===== src/rtl/core/ssd_pkg.sv =====
package ssd_pkg;

  typedef enum logic [2:0] {
    OP_WRITE_CHAR = 3'd0,
    OP_CURSOR_ABS = 3'd1,
    OP_CURSOR_REL = 3'd2,
    OP_CURSOR_DIR = 3'd3,
    OP_CLEAR      = 3'd4,
    OP_TICK       = 3'd5,
    OP_ON         = 3'd6,
    OP_OFF        = 3'd7
  } req_op_e;

  typedef enum logic [1:0] {
    CFG_COLUMNS = 2'd0,
    CFG_ROWS    = 2'd1,
    CFG_REFRESH = 2'd2
  } cfg_reg_e;

  typedef enum logic {
    ST_EMPTY = 1'b0,
    ST_FULL  = 1'b1
  } ctrl_state_e;

  typedef struct packed {
    logic [2:0]         req_type;
    logic [7:0]         char_code;
    logic               end_of_string;
    logic signed [15:0] pos_x;
    logic signed [15:0] pos_y;
  } req_t;

  typedef struct packed {
    logic       status;
    logic [2:0] cursor_col;
    logic [2:0] cursor_row;
    logic [7:0] segment_lines;
    logic [7:0] digit_lines;
  } rsp_t;

  typedef struct packed {
    logic    exec;
    req_op_e op;
  } cmd_t;

  localparam logic [7:0] CharDot   = 8'h2E;
  localparam logic [7:0] CharFirst = 8'h20;
  localparam logic [7:0] CharLast  = 8'h7E;

  localparam logic [7:0] Font [95] = '{
    8'h00, 8'h00, 8'h00, 8'h00, 8'h00, 8'h00, 8'h00, 8'h00,
    8'h39, 8'h0F, 8'h00, 8'h00, 8'h00, 8'h40, 8'h80, 8'h52,
    8'h3F, 8'h06, 8'h5B, 8'h4F, 8'h66, 8'h6D, 8'h7D, 8'h07,
    8'h7F, 8'h67, 8'h00, 8'h00, 8'h00, 8'h48, 8'h00, 8'h00,
    8'h00, 8'h77, 8'h7F, 8'h39, 8'h5E, 8'h79, 8'h71, 8'h3D,
    8'h76, 8'h06, 8'h0E, 8'h00, 8'h38, 8'h00, 8'h37, 8'h3F,
    8'h73, 8'h67, 8'h50, 8'h6D, 8'h78, 8'h3E, 8'h00, 8'h00,
    8'h00, 8'h6E, 8'h00, 8'h39, 8'h64, 8'h0F, 8'h00, 8'h08,
    8'h63, 8'h5F, 8'h7C, 8'h58, 8'h5E, 8'h7B, 8'h71, 8'h6F,
    8'h74, 8'h04, 8'h0E, 8'h00, 8'h18, 8'h00, 8'h54, 8'h5C,
    8'h73, 8'h67, 8'h50, 8'h6D, 8'h78, 8'h1C, 8'h00, 8'h00,
    8'h00, 8'h6E, 8'h00, 8'h39, 8'h30, 8'h0F, 8'h22
  };

  function automatic logic [7:0] font_lookup(logic [7:0] ch);
    logic [7:0] offs;
    offs = ch - CharFirst;
    if (ch >= CharFirst && ch <= CharLast) begin
      return Font[offs[6:0]];
    end
    return 8'h00;
  endfunction

  // layout dimension clamped to 1..8
  function automatic logic [3:0] eff_dim(logic [3:0] v);
    if (v == 4'd0) begin
      return 4'd1;
    end
    if (v > 4'd8) begin
      return 4'd8;
    end
    return v;
  endfunction

endpackage


===== src/rtl/core/seven_segment_display_controller.sv =====
// result beat is valid in the cycle after the request beat is accepted
// throughput: one request per cycle while out_ready_i is high, set by the request datapath
// and the one-entry result register, which is refilled in the cycle it drains
// reset: asynchronous active low; cells blank, cursor and scan at zero,
// scanning on, next tick steps the scan, layout 8x1, refresh period 1
module seven_segment_display_controller #(
  parameter int unsigned DIGITS   = 8,
  parameter int unsigned SEGMENTS = 8
) (
  input  logic           clk_i,
  input  logic           rst_ni,
  input  logic           in_valid_i,
  output logic           in_ready_o,
  input  ssd_pkg::req_t  in_data_i,
  output logic           out_valid_o,
  input  logic           out_ready_i,
  output ssd_pkg::rsp_t  out_data_o,
  input  logic           cfg_we_i,
  input  logic [1:0]     cfg_idx_i,
  input  logic [15:0]    cfg_data_i
);

  ssd_pkg::cmd_t cmd;

  ssd_ctrl u_ctrl (
    .clk_i       (clk_i),
    .rst_ni      (rst_ni),
    .in_valid_i  (in_valid_i),
    .req_type_i  (in_data_i.req_type),
    .out_ready_i (out_ready_i),
    .in_ready_o  (in_ready_o),
    .out_valid_o (out_valid_o),
    .cmd_o       (cmd)
  );

  ssd_datapath #(
    .DIGITS   (DIGITS),
    .SEGMENTS (SEGMENTS)
  ) u_datapath (
    .clk_i      (clk_i),
    .rst_ni     (rst_ni),
    .cmd_i      (cmd),
    .req_i      (in_data_i),
    .cfg_we_i   (cfg_we_i),
    .cfg_idx_i  (cfg_idx_i),
    .cfg_data_i (cfg_data_i),
    .rsp_o      (out_data_o)
  );

endmodule


===== src/rtl/core/ssd_ctrl.sv =====
module ssd_ctrl (
  input  logic              clk_i,
  input  logic              rst_ni,
  input  logic              in_valid_i,
  input  logic [2:0]        req_type_i,
  input  logic              out_ready_i,
  output logic              in_ready_o,
  output logic              out_valid_o,
  output ssd_pkg::cmd_t     cmd_o
);

  ssd_pkg::ctrl_state_e state_q, state_d;

  always_ff @(posedge clk_i or negedge rst_ni) begin
    if (!rst_ni) begin
      state_q <= ssd_pkg::ST_EMPTY;
    end else begin
      state_q <= state_d;
    end
  end

  always_comb begin
    state_d     = state_q;
    in_ready_o  = 1'b0;
    out_valid_o = 1'b0;
    case (state_q)
      ssd_pkg::ST_EMPTY: begin
        in_ready_o = 1'b1;
        if (in_valid_i) begin
          state_d = ssd_pkg::ST_FULL;
        end
      end
      ssd_pkg::ST_FULL: begin
        out_valid_o = 1'b1;
        in_ready_o  = out_ready_i;
        if (out_ready_i && !in_valid_i) begin
          state_d = ssd_pkg::ST_EMPTY;
        end
      end
      default: begin
        state_d = ssd_pkg::ST_EMPTY;
      end
    endcase
    cmd_o.exec = in_valid_i && in_ready_o;
    cmd_o.op   = ssd_pkg::req_op_e'(req_type_i);
  end

endmodule


===== src/rtl/core/ssd_datapath.sv =====
module ssd_datapath #(
  parameter int unsigned DIGITS   = 8,
  parameter int unsigned SEGMENTS = 8
) (
  input  logic           clk_i,
  input  logic           rst_ni,
  input  ssd_pkg::cmd_t  cmd_i,
  input  ssd_pkg::req_t  req_i,
  input  logic           cfg_we_i,
  input  logic [1:0]     cfg_idx_i,
  input  logic [15:0]    cfg_data_i,
  output ssd_pkg::rsp_t  rsp_o
);

  localparam int unsigned IdxW = (DIGITS > 1) ? $clog2(DIGITS) : 1;
  localparam logic [7:0] SegMask = 8'((16'd1 << SEGMENTS) - 16'd1);
  localparam logic [IdxW-1:0] LastPos = IdxW'(DIGITS - 1);
  localparam logic [6:0] DigitsW = 7'(DIGITS);

  logic [3:0]  columns_q, rows_q;
  logic [15:0] period_q;

  logic [6:0]        cell_q [DIGITS];
  logic [6:0]        cell_d [DIGITS];
  logic [DIGITS-1:0] dot_q, dot_d;
  logic [2:0]        col_q, col_d, row_q, row_d;
  logic [IdxW-1:0]   scan_q, scan_d;
  logic              scan_en_q, scan_en_d;
  logic [15:0]       count_q, count_d;
  logic              drop_q, drop_d;
  logic [7:0]        seg_q, seg_d, dig_q, dig_d;
  logic              status_q, status_d;

  logic [3:0]      cols, rws;
  logic [6:0]      idx, idx_m1;
  logic [7:0]      glyph;
  logic [17:0]     x_sum, y_sum;
  logic            rel;
  logic [IdxW-1:0] scan_nxt, wr_addr, dot_addr;

  assign cols     = ssd_pkg::eff_dim(columns_q);
  assign rws      = ssd_pkg::eff_dim(rows_q);
  assign idx      = ({4'b0, row_q} * {3'b0, cols}) + {4'b0, col_q};
  assign idx_m1   = idx - 7'd1;
  assign wr_addr  = idx[IdxW-1:0];
  assign dot_addr = idx_m1[IdxW-1:0];
  assign glyph    = ssd_pkg::font_lookup(req_i.char_code);
  assign rel      = (cmd_i.op == ssd_pkg::OP_CURSOR_REL);
  assign x_sum    = 18'(req_i.pos_x) + (rel ? {15'b0, col_q} : 18'd0);
  assign y_sum    = 18'(req_i.pos_y) + (rel ? {15'b0, row_q} : 18'd0);
  assign scan_nxt = (scan_q == LastPos) ? '0 : scan_q + 1'b1;

  always_comb begin
    cell_d    = cell_q;
    dot_d     = dot_q;
    col_d     = col_q;
    row_d     = row_q;
    scan_d    = scan_q;
    scan_en_d = scan_en_q;
    count_d   = count_q;
    drop_d    = drop_q;
    seg_d     = seg_q;
    dig_d     = dig_q;
    status_d  = 1'b0;
    case (cmd_i.op)
      ssd_pkg::OP_WRITE_CHAR: begin
        if (drop_q) begin
          if (req_i.end_of_string) begin
            drop_d = 1'b0;
          end
        end else if (req_i.char_code == ssd_pkg::CharDot && idx != 7'd0) begin
          if (idx_m1 < DigitsW) begin
            dot_d[dot_addr] = 1'b1;
          end
        end else if (idx >= DigitsW) begin
          if (!req_i.end_of_string) begin
            drop_d = 1'b1;
          end
        end else begin
          cell_d[wr_addr] = glyph[6:0];
          dot_d[wr_addr]  = glyph[7];
          if ({1'b0, col_q} < cols - 4'd1) begin
            col_d = col_q + 3'd1;
          end else if ({1'b0, row_q} < rws - 4'd1) begin
            col_d = 3'd0;
            row_d = row_q + 3'd1;
          end
        end
      end
      ssd_pkg::OP_CURSOR_ABS, ssd_pkg::OP_CURSOR_REL: begin
        if (x_sum[17] || y_sum[17] || x_sum >= {14'b0, cols} || y_sum >= {14'b0, rws}) begin
          status_d = 1'b1;
        end else begin
          col_d = x_sum[2:0];
          row_d = y_sum[2:0];
        end
      end
      ssd_pkg::OP_CURSOR_DIR: begin
        status_d = 1'b1;
      end
      ssd_pkg::OP_CLEAR: begin
        for (int i = 0; i < DIGITS; i++) begin
          cell_d[i] = '0;
        end
        dot_d  = '0;
        col_d  = 3'd0;
        row_d  = 3'd0;
        drop_d = 1'b0;
      end
      ssd_pkg::OP_TICK: begin
        if (scan_en_q) begin
          if (count_q != 16'd0) begin
            count_d = count_q - 16'd1;
          end else begin
            scan_d  = scan_nxt;
            seg_d   = {dot_q[scan_nxt], cell_q[scan_nxt]} & SegMask;
            dig_d   = 8'd1 << scan_nxt;
            count_d = (period_q == 16'd0) ? 16'd0 : period_q - 16'd1;
          end
        end
      end
      ssd_pkg::OP_ON: begin
        scan_d    = '0;
        count_d   = 16'd0;
        dig_d     = 8'd0;
        scan_en_d = 1'b1;
      end
      ssd_pkg::OP_OFF: begin
        scan_d    = '0;
        dig_d     = 8'd0;
        scan_en_d = 1'b0;
      end
      default: begin
        status_d = 1'b1;
      end
    endcase
  end

  always_ff @(posedge clk_i or negedge rst_ni) begin
    if (!rst_ni) begin
      for (int i = 0; i < DIGITS; i++) begin
        cell_q[i] <= '0;
      end
      dot_q     <= '0;
      col_q     <= 3'd0;
      row_q     <= 3'd0;
      scan_q    <= '0;
      scan_en_q <= 1'b1;
      count_q   <= 16'd0;
      drop_q    <= 1'b0;
      seg_q     <= 8'd0;
      dig_q     <= 8'd0;
      status_q  <= 1'b0;
    end else if (cmd_i.exec) begin
      cell_q    <= cell_d;
      dot_q     <= dot_d;
      col_q     <= col_d;
      row_q     <= row_d;
      scan_q    <= scan_d;
      scan_en_q <= scan_en_d;
      count_q   <= count_d;
      drop_q    <= drop_d;
      seg_q     <= seg_d;
      dig_q     <= dig_d;
      status_q  <= status_d;
    end
  end

  always_ff @(posedge clk_i or negedge rst_ni) begin
    if (!rst_ni) begin
      columns_q <= 4'd8;
      rows_q    <= 4'd1;
      period_q  <= 16'd1;
    end else if (cfg_we_i) begin
      case (ssd_pkg::cfg_reg_e'(cfg_idx_i))
        ssd_pkg::CFG_COLUMNS: columns_q <= cfg_data_i[3:0];
        ssd_pkg::CFG_ROWS:    rows_q    <= cfg_data_i[3:0];
        ssd_pkg::CFG_REFRESH: period_q  <= cfg_data_i;
        default: begin
        end
      endcase
    end
  end

  assign rsp_o.status        = status_q;
  assign rsp_o.cursor_col    = col_q;
  assign rsp_o.cursor_row    = row_q;
  assign rsp_o.segment_lines = seg_q;
  assign rsp_o.digit_lines   = dig_q;

endmodule


===== config.mk =====
export PLATFORM = sky130hd
export DESIGN_NAME = seven_segment_display_controller
export DESIGN_NICKNAME = d
export VERILOG_FILES = /design/src/rtl/core/ssd_pkg.sv /design/src/rtl/core/seven_segment_display_controller.sv /design/src/rtl/core/ssd_ctrl.sv /design/src/rtl/core/ssd_datapath.sv
export SDC_FILE = /design/constraint.sdc
export NUM_CORES = 1
export LEC_CHECK = 0
export ABC_AREA = 0
export BUFFER_PORTS_ARGS = -buffer_cell sky130_fd_sc_hd__buf_4
export CAP_MARGIN = 20
export CORE_MARGIN = 3
export CORE_UTILIZATION = 28
export DETAILED_ROUTE_END_ITERATION = 8
export GPL_ROUTABILITY_DRIVEN = 0
export HOLD_SLACK_MARGIN = 0.08
export SLEW_MARGIN = 20
export SYNTH_ARGS = -nofsm -noshare
export SYNTH_HDL_FRONTEND = slang
export SYNTH_HIERARCHICAL = 1
export SYNTH_SLANG_ARGS = --single-unit
export TNS_END_PERCENT = 50

===== constraint.sdc =====
create_clock -name clk_i -period 4.99 [get_ports clk_i]
set_input_delay 0.499 -clock clk_i [delete_from_list [all_inputs] [get_ports clk_i]]
set_output_delay 0.499 -clock clk_i [all_outputs]
set_load 0.02 [all_outputs]

Word-level counts from Yosys, hierarchy flattened
Memory sizes are Yosys's and may differ from the RTL's. Index checks and enable logic that the tools add are counted. W data, S select, Z words.

Add/subtract/negate cells: 12. Multipliers: 1. Order comparisons: 19. Eq/ne operators: 22. Shift operators: 1. Muxes and demuxes: 81. Bitwise gates (word level): 6. Reduce and logical (&&, ||, !) cells: 37.

Operators by type and width (count): $mux W56 (3); $pmux W56 S2 (1); $mux W8 (10); $bwmux W56 (1); $mux W3 (17); $mux W16 (3); $add A18 B18 Y18 (2); $ge A18 B4 Y1 (2); $mux W4 (8); $pmux W16 S2 (1); $pmux W8 S2 (2); $sub A16 B1 Y16 const B (2); $bmux W7 S3 (1); $demux W7 S3 (1); $mux W7 (3); $mux W1 (18); $pmux W3 S3 (2); $logic_not A16 Y1 (1); $reduce_bool A16 Y1 (1); $eq A3 B3 Y1 const B (5); $lt A3 B4 Y1 const B (3); $ne A2 B2 Y1 const B (6); $pmux W1 S2 (5); $reduce_and A2 Y1 (5); 49 further kinds (76).

Register bits after elaboration: 133. Memory bits (read-only): 1024. Input bits: 67. Output and inout port bits: 25. Word-level logic and storage cells: 202. Memories kept: 1.

Memory list: (name not given) (depth 128, bits a word 8, read ports 1, clocked after memory_dff 0, wr ports 0, line ssd_pkg.sv:69) `return Font[offs[6:0]];`.

Logic depth before layout (Yosys ltp)
Gate-level depths: netlist of the first run.

Depth in word-level cells: 17. Mapped depth: 17. Depth with buffers taken out: 16.

By module
Netlist of the first run, hierarchy kept.

Modules (own cells, without submodules): ssd_datapath (times used 1, cells each 1065, area each 9381.5 um^2, sequential area each 3308.2 um^2); ssd_ctrl (times used 1, cells each 7, area each 76.3 um^2, sequential area each 25.0 um^2).

Worst setup path after synthesis of the first run
No wires, ideal clock.

Kind: reg2reg. From: reg u_datapath.columns_q[3]. To: reg u_datapath.col_q[0]. Library setup time: 0.125 ns. Data arrival time: 4.397 ns. Data required time: 4.865 ns. Setup slack: 0.468 ns. Cell stages (with the launch flop): 15. Path buffers: 0. Clock period less this slack: 4.522 ns. Cell sequence: dfstp_2 inv_1 o21a_1 and2_1 fa_1 fa_1 fa_1 a21o_1 nor4bb_1 o211a_1 a311o_1 a41oi_1 nor2_2 o21ai_1 mux2_2.

Cells in the longest elaborated chain, start to end: 12. Elaborated cells between the ends (all ways): 28. Those cells by class: add/sub (2); mul (1); order compare (4); eq/ne (4); mux (11); reduce/logical (6).

RTL lines: from (decl) (line ssd_datapath.sv:20) `logic [3:0] columns_q, rows_q;`; from (signal assigned) (line ssd_datapath.sv:176) `ssd_pkg::CFG_COLUMNS: columns_q <= cfg_data_i[3:0];`; $gt A4 B4 Y1 (line ssd_pkg.sv:79) `if (v > 4'd8) begin`; $mux W1 (2 in a row) (line ssd_pkg.sv:79); $mux W4 (line ssd_pkg.sv:82) `return v;`; $mux W4 * (line ssd_pkg.sv:79); parallel branches: the longest is 7 deep, another holds $mul A3 B4 Y7; to (signal assigned) (line ssd_datapath.sv:157) `col_q <= col_d;`; to (decl) (line ssd_datapath.sv:26) `logic [2:0] col_q, col_d, row_q, row_d;`.

Mark *: on every way between the ends. The select of a mux whose other input is x is not followed. A chain may end at the register's enable or synchronous reset.

Worst setup path after layout of the first run
From: reg u_datapath.columns_q[3]. To: reg u_datapath.row_q[1].

Cells in the longest elaborated chain, start to end: 11. Elaborated cells between the ends (all ways): 23. Those cells by class: add/sub (2); mul (1); order compare (4); eq/ne (4); mux (6); reduce/logical (6).

RTL lines: $gt A4 B4 Y1 (line ssd_pkg.sv:79); $mux W1 (2 in a row) (line ssd_pkg.sv:79); $mux W4 (line ssd_pkg.sv:82); $mux W4 * (line ssd_pkg.sv:79); parallel branches: the longest is 5 deep, another holds $mul A3 B4 Y7; $reduce_and A8 Y1 (no source line) *; to (signal assigned) (line ssd_datapath.sv:158) `row_q <= row_d;`; to (decl) (line ssd_datapath.sv:26).

Marked as above.

==> results.md, run 1 <==
| Metric | This run |
| --- | --- |
| Run status | finished, final reports clean |
| Routed wire length | 28,000 um |
| Clock latency on the worst-skew pair | 420 ps |
| Area of the die | 36,000 um^2 |
| ANT nets after route | 0 |
| H-tree level count | 4 |
| Top Usage Layer GRT | met2 |
| Avg Inst Size Synth | 8.82 um^2 |
| Unrepaired setup endpoints after global routing | yes |
| Synthesized netlist cell count | 1,072 |
| Number of max-slew violations in the final report | 0 |
| Post-synth top area share | 34.1% |
| Total via count in the routed design | 8,838 |
| Most instantiated library cell after synthesis | sky130_fd_sc_hd__dfrtp_1 |
| Crit path arrival time | 5060 ps |
| Number of sinks on the clock net | 133 |
| Worst clock skew on the final layout | 9.76 ps |
| IO Count | 92 |
| Design Area, Final | 11,200 um^2 |
| Instance area after placement | 10,600 um^2 |
| Via density per instance | 5.52 |
| Pin count of the biggest net entering global routing | 92 |
| Number of cell rows | 66 |
| First-pass GRT wire length | 45,200 um |
| Async S/R FF share, synth | 100% |
| Highest fanout seen on the critical path | 10 |
| Power density normalized to cell area | 524 nW/um^2 |
| Worst Setup Slack post-DPL | 80.3 ps |
| Post-layout power | 5.88 mW |
| Switch share | 44.5% |
| Number of violations reported at the end of detailed-routing iteration 0 | 741 |
| Die boundary height | 190 um |
| Max frequency | 0.210 GHz |
| Sequential share of power | 29.2% |
| Antenna violations before repair | 0 |
| Most area-hungry cell type in the Yosys netlist | sky130_fd_sc_hd__dfrtp_1 |
| Top post-synthesis cells by area | sky130_fd_sc_hd__dfrtp_1, sky130_fd_sc_hd__ha_1, sky130_fd_sc_hd__o2bb2ai_1, sky130_fd_sc_hd__nand2_1, sky130_fd_sc_hd__a21oi_1 |
| Buffer levels on the longest clock path | 2 |
| Classification of the worst setup path | reg -> reg |
| Floorplan Core Area | 32,900 um^2 |
| Number of maximum-capacitance violations | 0 |
| Initial standard-cell utilization of the core | 28.7% |
| Total of warnings raised by yosys | 6 |
| M3 GR Usage | 2.52% |
| Router iterations before antenna repair | 5 |
| Via count of the first global-routing pass | 8,393 |
| Layout cell share with drive strength beyond 1 | 17.2% |
| Worst hold-check slack | 189 ps |
| Cell count of the worst reg-to-reg path | 15 |
| Combined area of all synthesized cells | 9460 um^2 |
| Routing usage on met2 | 24.8% |
| Cell internal power dissipation | 3.26 mW |
| Die boundary width | 190 um |
| Nature of the critical path endpoint | flop |
| Nets@finish | 1,268 |
| Post-synth net total | 1,194 |
| Overflow left after global routing | 0 |
| Detailed-placement wirelength estimate | 19,900 um |
| Worst max-slew margin expressed relative to the limit | 37.8% |
| Number of storage elements in the synthesis netlist | 133 |
| Number of inserted diodes | 0 |
| Type of origin of the critical path | flop |
| Leakage power of the design | 4.70 nW |
| Maximum VDD drop | 0.252 mV |
| Period Utilization, post-route | 95.5% |
| DR WL/cell | 17.5 um |
| CTS tree | built |
| Worst Setup Slack, final | 225 ps |
| Worst min path class | in -> async |
| Final Hold Viols | 0 |
| Combined global-route utilization of all metal layers | 15.3% |
| Total Neg Setup Slack | 0 ps |
| Worst slew pin tran | 933 ps |
| Library cell used as clock root buffer | sky130_fd_sc_hd__clkbuf_16 |
| Final setup violating endpoints | 0 |
| Final critical-path required period | 4760 ps |
| Count of flip-flops with a built-in enable after synthesis | 0 |
| Total net switching power | 2.62 mW |
| Layout overhead on the synthesized area | 18.5% |
| Ranking of synthesized cells by instance count | sky130_fd_sc_hd__dfrtp_1, sky130_fd_sc_hd__nand2_1, sky130_fd_sc_hd__a21oi_1 |
| Met1 capacity usage during global routing | 21.5% |
| Clock slew at the register clock pins of the worst setup and hold paths | 60 ps |
| Combinational cell fraction of total power | 50.3% |
| TritonCTS buffer count | 17 |
| Distinct cells, synth | 80 |
| Worst EP required | 5280 ps |
| Commonest register cell after synthesis | sky130_fd_sc_hd__dfrtp_1 |
| Clock share of power | 20.5% |
| Post-CTS Hold Fix Bufs | 0 |
| Number of remaining DRC errors | 0 |
| Quantity of I/O buffers inserted on ports | 91 |
| Register area share after synthesis | 35.2% |
==> final timing paths <==
| check | slack (ps) | from | end |
|---|---|---|---|
| hold reg to reg | 470 | u_datapath/dig_q[0]$_DFFE_PN0P_ | u_datapath/dig_q[0]$_DFFE_PN0P_ |
| max in group asynchronous | 3720 | rst_ni | u_datapath/cell_q[51]$_DFFE_PN0P_ |
| hold / removal | 190 | rst_ni | u_datapath/count_q[10]$_DFFE_PN0P_ |
| setup / recovery | 230 | u_datapath/columns_q[3]$_DFFE_PN1P_ | u_datapath/row_q[1]$_DFFE_PN0P_ |
| setup reg to reg | 230 | u_datapath/columns_q[3]$_DFFE_PN1P_ | u_datapath/row_q[1]$_DFFE_PN0P_ |
| min in group clk_i | 310 | in_valid_i | u_ctrl/state_q$_DFF_PN0_ |
==> flip-flops by register name, indices dropped and copies added (netlist names) <==
register              flops
u_ctrl/state_q            1
u_datapath/row_q          3
u_datapath/status_q       1
u_datapath/col_q          3
u_datapath/scan_en_q      1
u_datapath/dot_q          8
u_datapath/seg_q          8
u_datapath/period_q      16
u_datapath/scan_q         3
u_datapath/rows_q         4
u_datapath/drop_q         1
u_datapath/cell_q        56
u_datapath/dig_q          8
u_datapath/count_q       16
u_datapath/columns_q      4
==> placed cells by master, fill, tap and decap left out, types with 6 or more instances in the layout <==
cell type / instances
sky130_fd_sc_hd__fa_1: 6
sky130_fd_sc_hd__o21ai_0: 68
sky130_fd_sc_hd__mux2i_1: 9
sky130_fd_sc_hd__buf_4: 107
sky130_fd_sc_hd__nor4_1: 11
sky130_fd_sc_hd__nand4_1: 12
sky130_fd_sc_hd__or3_1: 8
sky130_fd_sc_hd__o2bb2ai_1: 58
sky130_fd_sc_hd__a22o_1: 9
sky130_fd_sc_hd__and2_1: 17
sky130_fd_sc_hd__nand2_1: 118
sky130_fd_sc_hd__a21oi_1: 75
sky130_fd_sc_hd__nor2_1: 57
sky130_fd_sc_hd__o22ai_1: 7
sky130_fd_sc_hd__dfrtp_1: 129
sky130_fd_sc_hd__mux2_2: 28
sky130_fd_sc_hd__o31ai_1: 7
sky130_fd_sc_hd__nor3b_1: 9
sky130_fd_sc_hd__nand2b_1: 18
sky130_fd_sc_hd__a21o_1: 9
sky130_fd_sc_hd__clkbuf_16: 17
sky130_fd_sc_hd__or4_1: 7
sky130_fd_sc_hd__nor2b_1: 8
sky130_fd_sc_hd__a22oi_1: 21
sky130_fd_sc_hd__xnor2_1: 14
sky130_fd_sc_hd__o21a_1: 7
sky130_fd_sc_hd__o211ai_1: 21
sky130_fd_sc_hd__nor3_1: 29
sky130_fd_sc_hd__xor2_1: 9
sky130_fd_sc_hd__inv_1: 27
sky130_fd_sc_hd__nand3_1: 45
sky130_fd_sc_hd__ha_1: 49
sky130_fd_sc_hd__a31oi_1: 12
==> cell type report <==
type                    instances  area (um^2)
clock inverters                10          100
well taps                     442          553
inverters                      29          109
repair buffers                108          815
fillers                      3412        21700
flip-flops and latches        133         3330
multi-input cells             857         5830
clock buffers                  22          464
==> routing by layer <==
layer	up-vias	part of all wire (%)	routed length, um
met1	4318	47	13100
met4	0	1.3	350
met5	-	0	0
li1	4222	-	-
met3	20	4.9	1380
met2	278	47	13100
==> metrics by stage <==
stage / util, % / instances
finish: 34.0 / 1601
global route: 34.0 / 1601
CTS: 33.9 / 1601
detailed placement: 32.2 / 1569
global placement: 32.2 / 1569
floorplan: - / 1072
==> critical path: stages (launching register included) <==
cell,delay [ps]
sky130_fd_sc_hd__dfstp_2,570
sky130_fd_sc_hd__inv_1,80
sky130_fd_sc_hd__o21a_1,120
sky130_fd_sc_hd__and2_1,170
sky130_fd_sc_hd__fa_1,560
sky130_fd_sc_hd__fa_1,470
sky130_fd_sc_hd__fa_1,480
sky130_fd_sc_hd__a21o_1,230
sky130_fd_sc_hd__nor4bb_1,150
sky130_fd_sc_hd__o211a_1,230
sky130_fd_sc_hd__a311o_1,380
sky130_fd_sc_hd__a41oi_2,280
sky130_fd_sc_hd__nor2_2,70
sky130_fd_sc_hd__buf_4,190
sky130_fd_sc_hd__o21ai_1,270
sky130_fd_sc_hd__mux2_2,380
==> cell families (layout without fill, tap and decap cells) <==
family,count (synthesis),after routing,share of synthesized area [%]
AND/OR/NAND/NOR,374,374,19.9
AO/OA/AOI/OAI,365,365,26.6
flip-flops,133,133,35.2
buffers and inverters,82,169,3.44
adder cells (fa/ha/maj),56,56,7.86
multiplexers,39,39,4.76
XOR/XNOR,23,23,2.13
==> power by group through the flow <==
| stage | combinational [mW] | clock (mW) | sequential (mW) |
|---|---|---|---|
| CTS | 2.91 | 1.23 | 1.71 |
| global placement | 2.84 | 0 | 1.72 |
| detailed placement | 2.89 | 0 | 1.72 |
| finish | 2.95 | 1.21 | 1.72 |
| global route | 3.25 | 1.28 | 1.76 |
| floorplan | 2.02 | 0 | 1.71 |
==> what timing repair did <==
| item | 4_1_cts | 5_1_grt |
|---|---|---|
| setup buffers | 0 | 0 |
| gates resized for setup | 0 | 9 |
| endpoints found under the setup margin | 0 | 60 |
No activity file was read; power rests on OpenSTA's default activity.
==> run 2: changes to the inputs <==
- PLACE_DENSITY: unset -> 0.46
==> results.md, run 2 (synthesized netlist as in run 1, its figures left out) <==
| Metric | This run |
| --- | --- |
| Number of inserted diodes | 0 |
| TritonCTS buffer count | 17 |
| CTS tree | built |
| Top Registers | u_datapath/cell_q: 56 flops, u_datapath/count_q: 16 flops, u_datapath/period_q: 16 flops |
| Quantity of I/O buffers inserted on ports | 91 |
| Floorplan Core Area | 32,900 um^2 |
| Buffer levels on the longest clock path | 2 |
| Largest register FFs | 56 |
| Slowest stage cell on the critical path | sky130_fd_sc_hd__dfstp_2 |
| Worst r2r dst | u_datapath/cell_q[47]$_DFFE_PN0P_ |
| Instance area after placement | 10,700 um^2 |
| Most frequent standard cell in the layout excluding fill and tap cells | sky130_fd_sc_hd__dfrtp_1 |
| Leakage power of the design | 4.78 nW |
| Number of violations reported at the end of detailed-routing iteration 0 | 742 |
| Final Hold Viols | 0 |
| Register with the highest flop count | u_datapath/cell_q |
| Crit path arrival time | 5120 ps |
| Worst EP required | 5320 ps |
| Worst min path class | in -> async |
| Overflow left after global routing | 0 |
| Routed wire length | 29,300 um |
| Library cell used as clock root buffer | sky130_fd_sc_hd__clkbuf_16 |
| Clock slew at the register clock pins of the worst setup and hold paths | 60 ps |
| Final critical-path required period | 4790 ps |
| DR WL/cell | 18.1 um |
| Layout overhead on the synthesized area | 20.0% |
| Via count of the first global-routing pass | 8,466 |
| Worst max-slew margin expressed relative to the limit | 32.3% |
| Maximum VDD drop | 0.271 mV |
| Via density per instance | 5.41 |
| Worst slew pin tran | 1010 ps |
| Layout cell share with drive strength beyond 1 | 18.2% |
| IO Count | 92 |
| Die boundary height | 190 um |
| Combined global-route utilization of all metal layers | 16.2% |
| Classification of the worst setup path | reg -> reg |
| Area of the die | 36,000 um^2 |
| Die boundary width | 190 um |
| Worst clock skew on the final layout | 13.7 ps |
| Total via count in the routed design | 8,756 |
| Router iterations before antenna repair | 5 |
| Number of cell rows | 66 |
| Worst r2r src | u_datapath/columns_q[3]$_DFFE_PN1P_ |
| Reg2reg setup slack | 200 ps |
| Clock latency on the worst-skew pair | 420 ps |
| First-pass GRT wire length | 47,200 um |
| H-tree level count | 4 |
| Nets@finish | 1,284 |
| Run status | finished, final reports clean |
| Number of remaining DRC errors | 0 |
| Number of maximum-capacitance violations | 0 |
| Largest stage delay, worst path | 580 ps |
| Nature of the critical path endpoint | flop |
| Highest fanout seen on the critical path | 8 |
| Cell count of the worst reg-to-reg path | 15 |
| Commonest cells after routing, fill and taps aside | sky130_fd_sc_hd__dfrtp_1, sky130_fd_sc_hd__buf_4, sky130_fd_sc_hd__nand2_1 |
| Type of origin of the critical path | flop |
| Detailed-placement wirelength estimate | 21,100 um |
| Period Utilization, post-route | 96.0% |
| Total Neg Setup Slack | 0 ps |
| Final setup violating endpoints | 0 |
| Power density normalized to cell area | 530 nW/um^2 |
| Unrepaired setup endpoints after global routing | yes |
| Post-CTS Hold Fix Bufs | 0 |
| Number of max-slew violations in the final report | 0 |
| Critical path, cell by cell | inv_1 -> o21a_1 -> and2_1 -> fa_1 -> fa_1 -> fa_1 -> a21o_1 -> a21o_1 -> a2111oi_4 -> a311o_1 -> a41oi_2 -> nor3b_2 -> buf_4 -> nand2_1 -> o2bb2ai_1 |
| Max frequency | 0.209 GHz |
| Antenna violations before repair | 0 |
| ANT nets after route | 0 |
| Design Area, Final | 11,300 um^2 |
| Number of sinks on the clock net | 133 |
| Initial standard-cell utilization of the core | 28.7% |
| Pin count of the biggest net entering global routing | 97 |
| Critical Path Most Common Cell | sky130_fd_sc_hd__fa_1 |
run 2: routing by layer:
layer  wire length (um)  share of wire [%]  GRT usage, %
met5                  0                  0             0
met1              15000                 51          24.4
met4                243               0.83          3.41
met2              12900                 44          24.3
met3               1130                3.8          2.49
run 2: metrics by stage:
stage | cells | util, % | hold WS [ps] | worst slack, ps | power, mW
2_1_floorplan | 1072 | - | 203 | 468 | 3.74
3_3_place_gp | 1585 | 32.6 | 452 | 126 | 4.71
3_5_place_dp | 1585 | 32.6 | 460 | 47.7 | 4.70
4_1_cts | 1617 | 34.3 | 239 | 24.6 | 6.00
5_1_grt | 1617 | 34.4 | 251 | -87.6 | 6.46
6_report | 1617 | 34.4 | 184 | 199 | 6.01
run 2: worst max-delay path, delay by kind of cell (launching register included):
kind            cells  cell delay [ps]
fa+ha+maj           3             1510
flops               1              580
compound gates      7             1650
buf+inv             2              270
simple gates        3              680
run 2: what timing repair did:
action | in CTS | in global routing
endpoints found under the setup margin | 0 | 68
gates resized for setup | 0 | 6
buffers inserted | 0 | 0
run 2: power by group:
part | leakage (nW) | switching [mW] | internal, mW | total [mW]
registers | 1.75 | 0.294 | 1.41 | 1.71
clock network | 0.276 | 0.550 | 0.717 | 1.27
logic | 2.75 | 1.87 | 1.16 | 3.03
total | 4.78 | 2.72 | 3.29 | 6.01
run 2: final cells by class:
class / count / area (um^2)
fill: 3429 / 21600
multi-input combinational: 857 / 5840
sequential: 133 / 3330
timing repair buffer: 124 / 935
tap: 442 / 553
clock buffer: 19 / 443
clock inverter: 13 / 136
inverter: 29 / 109
run 2: worst max path at each step:
stage	startpoint	to	slack, ps	depth (start not counted)
floorplan	u_datapath/columns_q[3]$_DFFE_PN1P_	u_datapath/col_q[0]$_DFFE_PN0P_	470	14
global placement	u_datapath/columns_q[3]$_DFFE_PN1P_	u_datapath/col_q[0]$_DFFE_PN0P_	130	15
detailed placement	u_datapath/columns_q[3]$_DFFE_PN1P_	u_datapath/col_q[0]$_DFFE_PN0P_	50	15
CTS	u_datapath/columns_q[3]$_DFFE_PN1P_	u_datapath/col_q[1]$_DFFE_PN0P_	20	15
global route	u_datapath/columns_q[3]$_DFFE_PN1P_	u_datapath/cell_q[48]$_DFFE_PN0P_	-90	15
finish	u_datapath/columns_q[3]$_DFFE_PN1P_	u_datapath/cell_q[47]$_DFFE_PN0P_	200	15
